<file path="config.mk">
export PLATFORM = sky130hd
export DESIGN_NAME = fitp_queue
export DESIGN_NICKNAME = d
export VERILOG_FILES = /design/src/hdl/fitp_pkg.sv /design/src/hdl/fitp_queue.sv
export SDC_FILE = /design/constraint.sdc
export NUM_CORES = 1
export LEC_CHECK = 0
export BUFFER_PORTS_ARGS = -buffer_cell sky130_fd_sc_hd__clkbuf_2
export CORE_ASPECT_RATIO = 1.1
export CORE_MARGIN = 2
export CORE_UTILIZATION = 40
export DETAILED_ROUTE_END_ITERATION = 6
export SYNTH_ARGS = -nofsm -noshare
export SYNTH_HDL_FRONTEND = slang
export SYNTH_SLANG_ARGS = --single-unit
</file>
<file path="constraint.sdc">
create_clock -name clk_i -period 1.8 [get_ports clk_i]
set_clock_uncertainty 0.2 [all_clocks]
set_input_delay 0.09 -clock clk_i [delete_from_list [all_inputs] [get_ports clk_i]]
set_output_delay 0.09 -clock clk_i [all_outputs]
set_load 0.01 [all_outputs]
</file>
<file path="src/hdl/fitp_pkg.sv">
`timescale 1ns / 1ps
// ----------------------------------------------------------------------------
// fitp_pkg
// Shared types, constants and binary32 arithmetic helpers for the
// float-indexed table interpolator.
// ----------------------------------------------------------------------------
package fitp_pkg;

  // defaults for the top-level parameters
  localparam int FRACTION_BITS_DEF = 5;
  localparam int TABLE_DEPTH_DEF   = 512;
  localparam int QUEUE_DEPTH       = 4;

  localparam logic [31:0] SCALE_RESET = 32'h3F80_0000;  // 1.0
  localparam logic [31:0] FP_TWO      = 32'h4000_0000;  // 2.0
  localparam logic [31:0] CANON_NAN   = 32'h7FC0_0000;
  localparam int          MANT_BITS   = 23;

  typedef enum logic {
    OP_WRITE = 1'b0,
    OP_EVAL  = 1'b1
  } op_e;

  // Unrounded intermediate: value = (man / 2^48) * 2^(expo - 127)
  typedef struct packed {
    logic               nan;
    logic               inf;
    logic               sgn;
    logic signed [11:0] expo;
    logic [49:0]        man;
  } fp_raw_t;

  // Exact product of two binary32 operands, before rounding
  function automatic fp_raw_t fp_mul_pre(input logic [31:0] a, input logic [31:0] b);
    logic [7:0]  ea;
    logic [7:0]  eb;
    logic [23:0] ma;
    logic [23:0] mb;
    logic [47:0] p;
    logic        a_nan;
    logic        b_nan;
    logic        a_inf;
    logic        b_inf;
    logic        a_zero;
    logic        b_zero;
    fp_raw_t     r;
    ea     = (a[30:23] == 8'd0) ? 8'd1 : a[30:23];
    eb     = (b[30:23] == 8'd0) ? 8'd1 : b[30:23];
    ma     = {|a[30:23], a[22:0]};
    mb     = {|b[30:23], b[22:0]};
    a_nan  = (&a[30:23]) && (|a[22:0]);
    b_nan  = (&b[30:23]) && (|b[22:0]);
    a_inf  = (&a[30:23]) && !(|a[22:0]);
    b_inf  = (&b[30:23]) && !(|b[22:0]);
    a_zero = !(|a[30:0]);
    b_zero = !(|b[30:0]);
    p      = ma * mb;
    r.sgn  = a[31] ^ b[31];
    r.nan  = a_nan | b_nan | (a_inf & b_zero) | (b_inf & a_zero);
    r.inf  = a_inf | b_inf;
    r.expo = $signed({4'b0000, ea}) + $signed({4'b0000, eb}) - 12'sd127;
    r.man  = {p, 2'b00};
    return r;
  endfunction

  // Aligned sum of two binary32 operands, before normalising and rounding
  function automatic fp_raw_t fp_add_pre(input logic [31:0] a, input logic [31:0] b);
    logic [31:0] big;
    logic [31:0] sml;
    logic [7:0]  el;
    logic [7:0]  es;
    logic [7:0]  d;
    logic [49:0] ml;
    logic [49:0] ms;
    logic [49:0] msx;
    logic [49:0] mask;
    logic [49:0] m;
    logic        a_nan;
    logic        b_nan;
    logic        a_inf;
    logic        b_inf;
    fp_raw_t     r;
    a_nan = (&a[30:23]) && (|a[22:0]);
    b_nan = (&b[30:23]) && (|b[22:0]);
    a_inf = (&a[30:23]) && !(|a[22:0]);
    b_inf = (&b[30:23]) && !(|b[22:0]);
    if (b[30:0] > a[30:0]) begin
      big = b;
      sml = a;
    end else begin
      big = a;
      sml = b;
    end
    el   = (big[30:23] == 8'd0) ? 8'd1 : big[30:23];
    es   = (sml[30:23] == 8'd0) ? 8'd1 : sml[30:23];
    d    = el - es;
    ml   = {1'b0, |big[30:23], big[22:0], 25'd0};
    ms   = {1'b0, |sml[30:23], sml[22:0], 25'd0};
    mask = '0;
    if (d >= 8'd50) begin
      msx = {49'd0, |ms};
    end else begin
      mask = (50'd1 << d[5:0]) - 50'd1;
      msx  = ms >> d[5:0];
      msx[0] = msx[0] | (|(ms & mask));
    end
    if (big[31] == sml[31]) begin
      m = ml + msx;
    end else begin
      m = ml - msx;
    end
    r.nan  = a_nan | b_nan | (a_inf & b_inf & (a[31] != b[31]));
    r.inf  = a_inf | b_inf;
    r.expo = $signed({4'b0000, el});
    r.man  = m;
    // exact cancellation rounds to +0 unless both operands are -0
    if (r.inf) begin
      r.sgn = a_inf ? a[31] : b[31];
    end else if (m == 50'd0) begin
      r.sgn = a[31] & b[31];
    end else begin
      r.sgn = big[31];
    end
    return r;
  endfunction

  // Normalise and round to nearest even, with subnormal and overflow handling
  function automatic logic [31:0] fp_round(input fp_raw_t r);
    logic [5:0]         lz;
    logic               found;
    logic [49:0]        nm;
    logic [49:0]        sh;
    logic [49:0]        mask;
    logic signed [11:0] e2;
    logic [11:0]        amt;
    logic [7:0]         ef;
    logic [30:0]        rs;
    logic               g;
    logic               st;
    logic [31:0]        res;
    lz    = '0;
    found = 1'b0;
    for (int i = 49; i >= 0; i--) begin
      if (!found && r.man[i]) begin
        lz    = 6'(49 - i);
        found = 1'b1;
      end
    end
    nm   = r.man << lz;
    e2   = r.expo + 12'sd1 - $signed({6'b000000, lz});
    amt  = 12'(12'sd1 - e2);
    mask = '0;
    sh   = nm;
    ef   = e2[7:0];
    if (e2 <= 12'sd0) begin
      ef = 8'd0;
      if (amt >= 12'd50) begin
        sh = 50'd1;
      end else begin
        mask  = (50'd1 << amt[5:0]) - 50'd1;
        sh    = nm >> amt[5:0];
        sh[0] = sh[0] | (|(nm & mask));
      end
    end
    g   = sh[25];
    st  = |sh[24:0];
    rs  = {ef, sh[48:26]} + {30'd0, g & (st | sh[26])};
    res = {r.sgn, rs};
    if (r.nan) begin
      res = CANON_NAN;
    end else if (r.inf || (e2 >= 12'sd255 && r.man != 50'd0)) begin
      res = {r.sgn, 8'hFF, 23'd0};
    end else if (r.man == 50'd0) begin
      res = {r.sgn, 31'd0};
    end
    return res;
  endfunction

endpackage

</file>
<file path="src/hdl/fitp_queue.sv">
`timescale 1ns / 1ps
// ----------------------------------------------------------------------------
// fitp_queue
// Short first-in first-out queue between the front and back pipelines.
// ----------------------------------------------------------------------------
module fitp_queue #(
  parameter int WIDTH = 8,
  parameter int DEPTH = fitp_pkg::QUEUE_DEPTH
) (
  input  logic             clk_i,
  input  logic             rst_ni,
  input  logic             push_i,
  input  logic [WIDTH-1:0] data_i,
  input  logic             pop_i,
  output logic [WIDTH-1:0] data_o,
  output logic             full_o,
  output logic             empty_o
);

  localparam int PW = $clog2(DEPTH);

  logic [WIDTH-1:0] mem_q [DEPTH];
  logic [PW-1:0]    wr_q;
  logic [PW-1:0]    wr_d;
  logic [PW-1:0]    rd_q;
  logic [PW-1:0]    rd_d;
  logic [PW:0]      cnt_q;
  logic [PW:0]      cnt_d;

  // pointer and fill count update
  always_comb begin
    wr_d  = push_i ? PW'(wr_q + 1'b1) : wr_q;
    rd_d  = pop_i ? PW'(rd_q + 1'b1) : rd_q;
    cnt_d = cnt_q + (PW+1)'(push_i) - (PW+1)'(pop_i);
  end

  always_ff @(posedge clk_i or negedge rst_ni) begin
    if (!rst_ni) begin
      wr_q  <= '0;
      rd_q  <= '0;
      cnt_q <= '0;
    end else begin
      wr_q  <= wr_d;
      rd_q  <= rd_d;
      cnt_q <= cnt_d;
    end
  end

  always_ff @(posedge clk_i) begin
    if (push_i) begin
      mem_q[wr_q] <= data_i;
    end
  end

  assign data_o  = mem_q[rd_q];
  assign full_o  = (cnt_q == (PW+1)'(DEPTH));
  assign empty_o = (cnt_q == '0);

`ifndef SYNTHESIS
  a_no_overflow : assert property (@(posedge clk_i) disable iff (!rst_ni)
    push_i |-> !full_o)
    else $error("queue pushed while full");
  a_no_underflow : assert property (@(posedge clk_i) disable iff (!rst_ni)
    pop_i |-> !empty_o)
    else $error("queue popped while empty");
  a_count_up : assert property (@(posedge clk_i) disable iff (!rst_ni)
    (push_i && !pop_i) |=> (cnt_q == $past(cnt_q) + 1'b1))
    else $error("queue count did not follow a lone push");
`endif

endmodule

</file>
==> impl_metrics.json, run 1 <==
{
  "status": "finished, final reports clean",
  "drc": 0,
  "fp.dieH_um": 69.1,
  "slew_viol_final": 0,
  "wirelength_um": 2410,
  "p_leak_nw": 0.766,
  "synth_cells": 76,
  "yosys.cell_count.top_type": "edfxtp_1",
  "fmax_mhz": 577,
  "ir_drop_mv": 0.639,
  "placementRows": 23,
  "dp_hpwl_um": 1700,
  "cts_setup_buffers": 0,
  "ys_async_sr_fraction_pct": 17.9,
  "regToRegEndpoint": "cnt_q[2]$_DFF_PN0_",
  "area_growth_pct": 26.6,
  "clock-sinks": 39,
  "coreArea_mm2": 0.00368,
  "hold_start": "pop_i",
  "crit_path_max_fanout": 6,
  "overflow": 0,
  "crit_path_end_kind": "output pin",
  "dieWidth_um": 63.2,
  "grt_pass1_vias": 874,
  "portBuffers": 21,
  "rrSetupSlack_ns": 0.09,
  "grt_max_degree": 12,
  "yosysWarnings": 0,
  "drt_iter0_drc": 11,
  "dr.pass1.iters": 3,
  "min_period_ns": 1.73,
  "cts_tree": "yes",
  "pre_cts_ws_ns": 0.0852,
  "dieArea_mm2": 0.00437,
  "finalSetupViolCount": 0,
  "rsz0062_at_grt": "yes",
  "start_util_pct": 41.9,
  "fill_cells": 339,
  "fin_ws_ns": 0.0679,
  "arrival_ns": 1.44,
  "diodes": 0,
  "power_density_mw_per_mm2": 1440,
  "clk_latency_ns": 0.27,
  "clockBufferDepth": 2,
  "yosys-top-cells-count": "edfxtp_1, mux4_2, dfrtp_1, ha_1, inv_1",
  "ys_seq_area_share_pct": 73.6,
  "fin_crit_sh_pct": 96.2,
  "tightest_slew_ns": 0.426,
  "num-nets-final": 139,
  "htree_levels": 2,
  "synth.avg_cell_area_um2": 20.3,
  "antenna_found_initial": 0,
  "ios": 22,
  "drv_cap": 0,
  "yosys-top-cells-area": "edfxtp_1, mux4_2, dfrtp_1",
  "grt_use_total_pct": 12.5,
  "ys_seq_elements": 39,
  "synth_edf_count": 32,
  "clk_pin_slew_ns": 0.07,
  "root_buffer": "clkbuf_8",
  "placed_cell_area_mm2": 0.00174,
  "rr_worst_depth": 6,
  "ant_nets": 0,
  "yosysTopAreaCellShare_pct": 62.3,
  "critPathLaunchType": "register",
  "numCtsBuffers": 5,
  "final_area_mm2": 0.00195,
  "hold_viol_final": 0,
  "relSlewSlack_pct": 71.6,
  "syn-cell-area_mm2": 0.00154,
  "min_to": "cnt_q[0]$_DFF_PN0_",
  "whs_path_depth": 4,
  "layout-drive-gt1-share_pct": 33.9,
  "synth_nets": 95,
  "r2r-start": "cnt_q[0]$_DFF_PN0_",
  "wl_per_cell_um": 14.1,
  "critical_path_class": "reg -> out",
  "grt_pass1_wl_um": 4010,
  "cp.required_ns": 1.51,
  "synth_flop_cell": "edfxtp_1",
  "hold_path_class": "in -> reg",
  "via_count": 778,
  "place_congestion": 0.629,
  "yosysTopAreaCell": "edfxtp_1",
  "synth_cell_type_count": 15,
  "viasPerCell": 4.55
}
-- cell usage in the layout (no fill, tap or decap), drive strengths merged --
cell	n
nand2	2
dlygate4sd3	12
o21ai	1
fa	1
clkinv	1
and2	4
nor3	1
edfxtp	32
xor2	3
inv	6
dfrtp	7
clkbuf	28
buf	6
ha	6
and3	1
xnor2	2
mux4	8
-- repair_timing --
| action | 4_1_cts | 5_1_grt |
|---|---|---|
| resized for setup | 0 | 1 |
| setup endpoints to repair | 0 | 6 |
| endpoints found under the hold margin | 44 | 0 |
| hold buffers | 12 | 0 |
-- worst max-delay path by stage --
| stage | start | endpoint |
|---|---|---|
| 2_1_floorplan | cnt_q[0]$_DFF_PN0_ | cnt_q[2]$_DFF_PN0_ |
| 3_3_place_gp | cnt_q[0]$_DFF_PN0_ | cnt_q[2]$_DFF_PN0_ |
| 3_5_place_dp | cnt_q[0]$_DFF_PN0_ | cnt_q[2]$_DFF_PN0_ |
| 4_1_cts | rd_q[0]$_DFFE_PN0P_ | data_o[5] |
| 5_1_grt | rd_q[0]$_DFFE_PN0P_ | data_o[5] |
| 6_report | rd_q[0]$_DFFE_PN0P_ | data_o[5] |
-- flip-flops by register name, summed over array words and instances (netlist names) --
signal and cells:
cnt_q 3, mem_q 32, rd_q 2, wr_q 2
-- area by class of cell --
| class | instances | area (µm²) | share of cell area [%] |
|---|---|---|---|
| inverters | 6 | 22.5 | 1.15 |
| clock inverters | 1 | 3.75 | 0.192 |
| repair buffers | 39 | 274 | 14.0 |
| flip-flops and latches | 39 | 1140 | 58.2 |
| multi-input cells | 29 | 368 | 18.8 |
| well taps | 50 | 62.6 | 3.20 |
| clock buffers | 7 | 86.3 | 4.42 |
-- through the flow --
step	TNS (ns)	instances	util [%]	hold slack (ns)	total power [W]
finish	0	171	53.0	0.119	0.00282
detailed placement	0	151	47.2	-0.264	0.00228
global route	-0.0131	171	53.0	0.135	0.00302
floorplan	0	76	-	-0.406	0.00194
global placement	0	151	47.2	-0.264	0.00223
CTS	0	171	52.9	0.117	0.00286
-- critical path, cell delays in order, from the launching register on --
cell and delay (ns):
dfrtp_1 0.36, buf_6 0.15, mux4_2 0.51, clkbuf_2 0.14
-- power breakdown --
part | switching, W | internal, W | total [W]
Sequential | 0.000131 | 0.00121 | 0.00134
Combinational | 0.000428 | 0.000484 | 0.000912
Clock | 0.000258 | 0.000306 | 0.000565
-- cell families (layout without fill, tap and decap cells) --
logic type	count (synthesis)	after routing	synth area share, %
XOR/XNOR	5	5	2.84
flip-flops	39	39	73.6
buffers and inverters	8	53	2.51
AND/OR/NAND/NOR	8	8	2.84
AO/OA/AOI/OAI	1	1	0.324
multiplexers	8	8	11.7
adder cells (fa/ha/maj)	7	7	6.16
-- per-layer routing --
metal / track usage [%] / vias to the layer above / part of all wire, %
met5: 0 / - / 0
met4: 5.07 / 0 / 1.6
met3: 4.57 / 4 / 3.9
met2: 22.0 / 13 / 55
met1: 13.6 / 387 / 39
li1: - / 374 / -
(Power assumes the default switching activity.)
==> run 2, diff against run 1 <==
- CORE_ASPECT_RATIO: 1.1 -> 0.75
==> run 2 against run 1 <==
- utilization grew 0.83 points
- cell count grew 2.3%
- clock power shrank 2%
- combinational power grew 8.4%
- critical path depth is the same
- non-clock buffer count grew 2
- count of clock-buffer cells in the layout shrank 1
- setup slack gained 0.0060 ns
- critical path type unchanged
- critical endpoint is now data_o[6]
- largest cell class unchanged
==> impl_metrics.json, run 2 (synthesis gave the netlist of run 1 again) <==
{
  "fmax_mhz": 579,
  "root_buffer": "clkbuf_8",
  "largest_reg_flops": 32,
  "crit_path_max_fanout": 5,
  "num-nets-final": 141,
  "layout_commonest_cell": "edfxtp_1",
  "grt_pass1_wl_um": 4000,
  "fin_ws_ns": 0.0740,
  "finish.utilization_pct": 53.9,
  "drt_iter0_drc": 80,
  "via_count": 809,
  "ant_nets": 0,
  "tightest_slew_ns": 0.456,
  "clockBufferDepth": 2,
  "htree_levels": 2,
  "final_area_mm2": 0.00198,
  "wl_per_cell_um": 14.3,
  "dieWidth_um": 75.7,
  "wirelength_um": 2500,
  "clk_pin_slew_ns": 0.07,
  "p_leak_nw": 0.775,
  "drc": 0,
  "multi_input_area_um2": 370,
  "area_growth_pct": 28.6,
  "crit_path_end_kind": "output pin",
  "power_density_mw_per_mm2": 1450,
  "critPathLaunchType": "register",
  "largest-register": "mem_q",
  "arrival_ns": 1.44,
  "power.total_w": 0.00288,
  "numCtsBuffers": 5,
  "fin_crit_sh_pct": 95.9,
  "internal-power_w": 0.00202,
  "finalSetupViolCount": 0,
  "drv_cap": 0,
  "pre_cts_ws_ns": 0.0668,
  "start_util_pct": 41.9,
  "grt_pass1_vias": 874,
  "p_seq_share_pct": 46.6,
  "cp.required_ns": 1.51,
  "ios": 22,
  "final_cells": 175,
  "switchingPower_w": 0.000866,
  "rsz0062_at_grt": "yes",
  "dp_hpwl_um": 1740,
  "cts_tree": "yes",
  "grt_max_degree": 13,
  "overflow": 0,
  "combPwrFrac_pct": 34.3,
  "fp.dieH_um": 57.8,
  "antenna_found_initial": 0,
  "coreArea_mm2": 0.00368,
  "layout-drive-gt1-share_pct": 36.6,
  "critical_path_class": "reg -> out",
  "regArea_mm2": 0.00114,
  "p_sw_share_pct": 30.0,
  "fill_cells": 312,
  "hold_viol_final": 0,
  "ir_drop_mv": 0.647,
  "layout_common_cells": "edfxtp_1, clkbuf_2, dlygate4sd3_1, mux4_2, dfrtp_1",
  "hold_path_class": "in -> reg",
  "diodes": 0,
  "place_congestion": 0.696,
  "clk_latency_ns": 0.28,
  "pwr-share-clk_pct": 19.1,
  "placementRows": 19,
  "min_period_ns": 1.73,
  "portBuffers": 21,
  "relSlewSlack_pct": 69.6,
  "grt_use_total_pct": 13.4,
  "dieArea_mm2": 0.00437,
  "slew_viol_final": 0,
  "status": "finished, final reports clean",
  "clock-sinks": 39,
  "placed_cell_area_mm2": 0.00176,
  "dr.pass1.iters": 4,
  "viasPerCell": 4.62,
  "dp.cells": 154,
  "reg.largest.list": "mem_q: 32 flops, cnt_q: 3 flops"
}
==> run 2: worst paths after layout <==
path,startpoint,endpoint,slack [ns],depth (start not counted)
setup / recovery,rd_q[0]$_DFFE_PN0P_,data_o[6],0.07,3
hold / removal,pop_i,cnt_q[0]$_DFF_PN0_,0.14,4
setup reg to reg,cnt_q[0]$_DFF_PN0_,cnt_q[1]$_DFF_PN0_,0.11,5
hold reg to reg,wr_q[0]$_DFFE_PN0P_,wr_q[0]$_DFFE_PN0P_,0.33,1
max in group asynchronous,rst_ni,rd_q[1]$_DFFE_PN0P_,0.57,3
min in group asynchronous,rst_ni,cnt_q[1]$_DFF_PN0_,0.57,3
==> run 2: metal layers <==
layer,GRT usage (%),wire [µm],up-vias
li1,-,-,377
met1,15.6,1080,414
met2,22.5,1310,14
met3,5.22,89,4
met4,4.51,23,0
met5,0,0,-
==> run 2: area by class of cell <==
cell class / instances / area share [%]
inverters: 6 / 1.13
well taps: 52 / 3.28
repair buffers: 41 / 15.4
multi-input cells: 29 / 18.7
clock buffers: 6 / 3.66
clock inverters: 2 / 0.631
flip-flops and latches: 39 / 57.3
==> run 2: through the flow <==
step	hold WS [ns]	setup TNS (ns)
after floorplan	-0.406	0
after global placement	-0.261	0
after detailed placement	-0.254	0
after CTS	0.141	0
after global routing	0.169	-0.0440
final	0.141	0
==> run 2: power by group through the flow <==
stage	sequential (W)	combinational [W]	clock (W)
floorplan	0.00129	0.000649	0
global placement	0.00135	0.000914	0
detailed placement	0.00136	0.000954	0
CTS	0.00134	0.000975	0.000574
global route	0.00137	0.00109	0.000626
finish	0.00134	0.000989	0.000551
==> run 2: critical path, stage by stage (launching register included) <==
cell,delay [ns]
dfrtp_1,0.38
buf_6,0.15
mux4_2,0.49
clkbuf_2,0.14
==> run 2: repair_timing <==
item	CTS	global route
gates resized for setup	0	3
buffers inserted	0	1
hold buffers	12	0
endpoints found under the hold margin	44	0
endpoints found under the setup margin	0	8
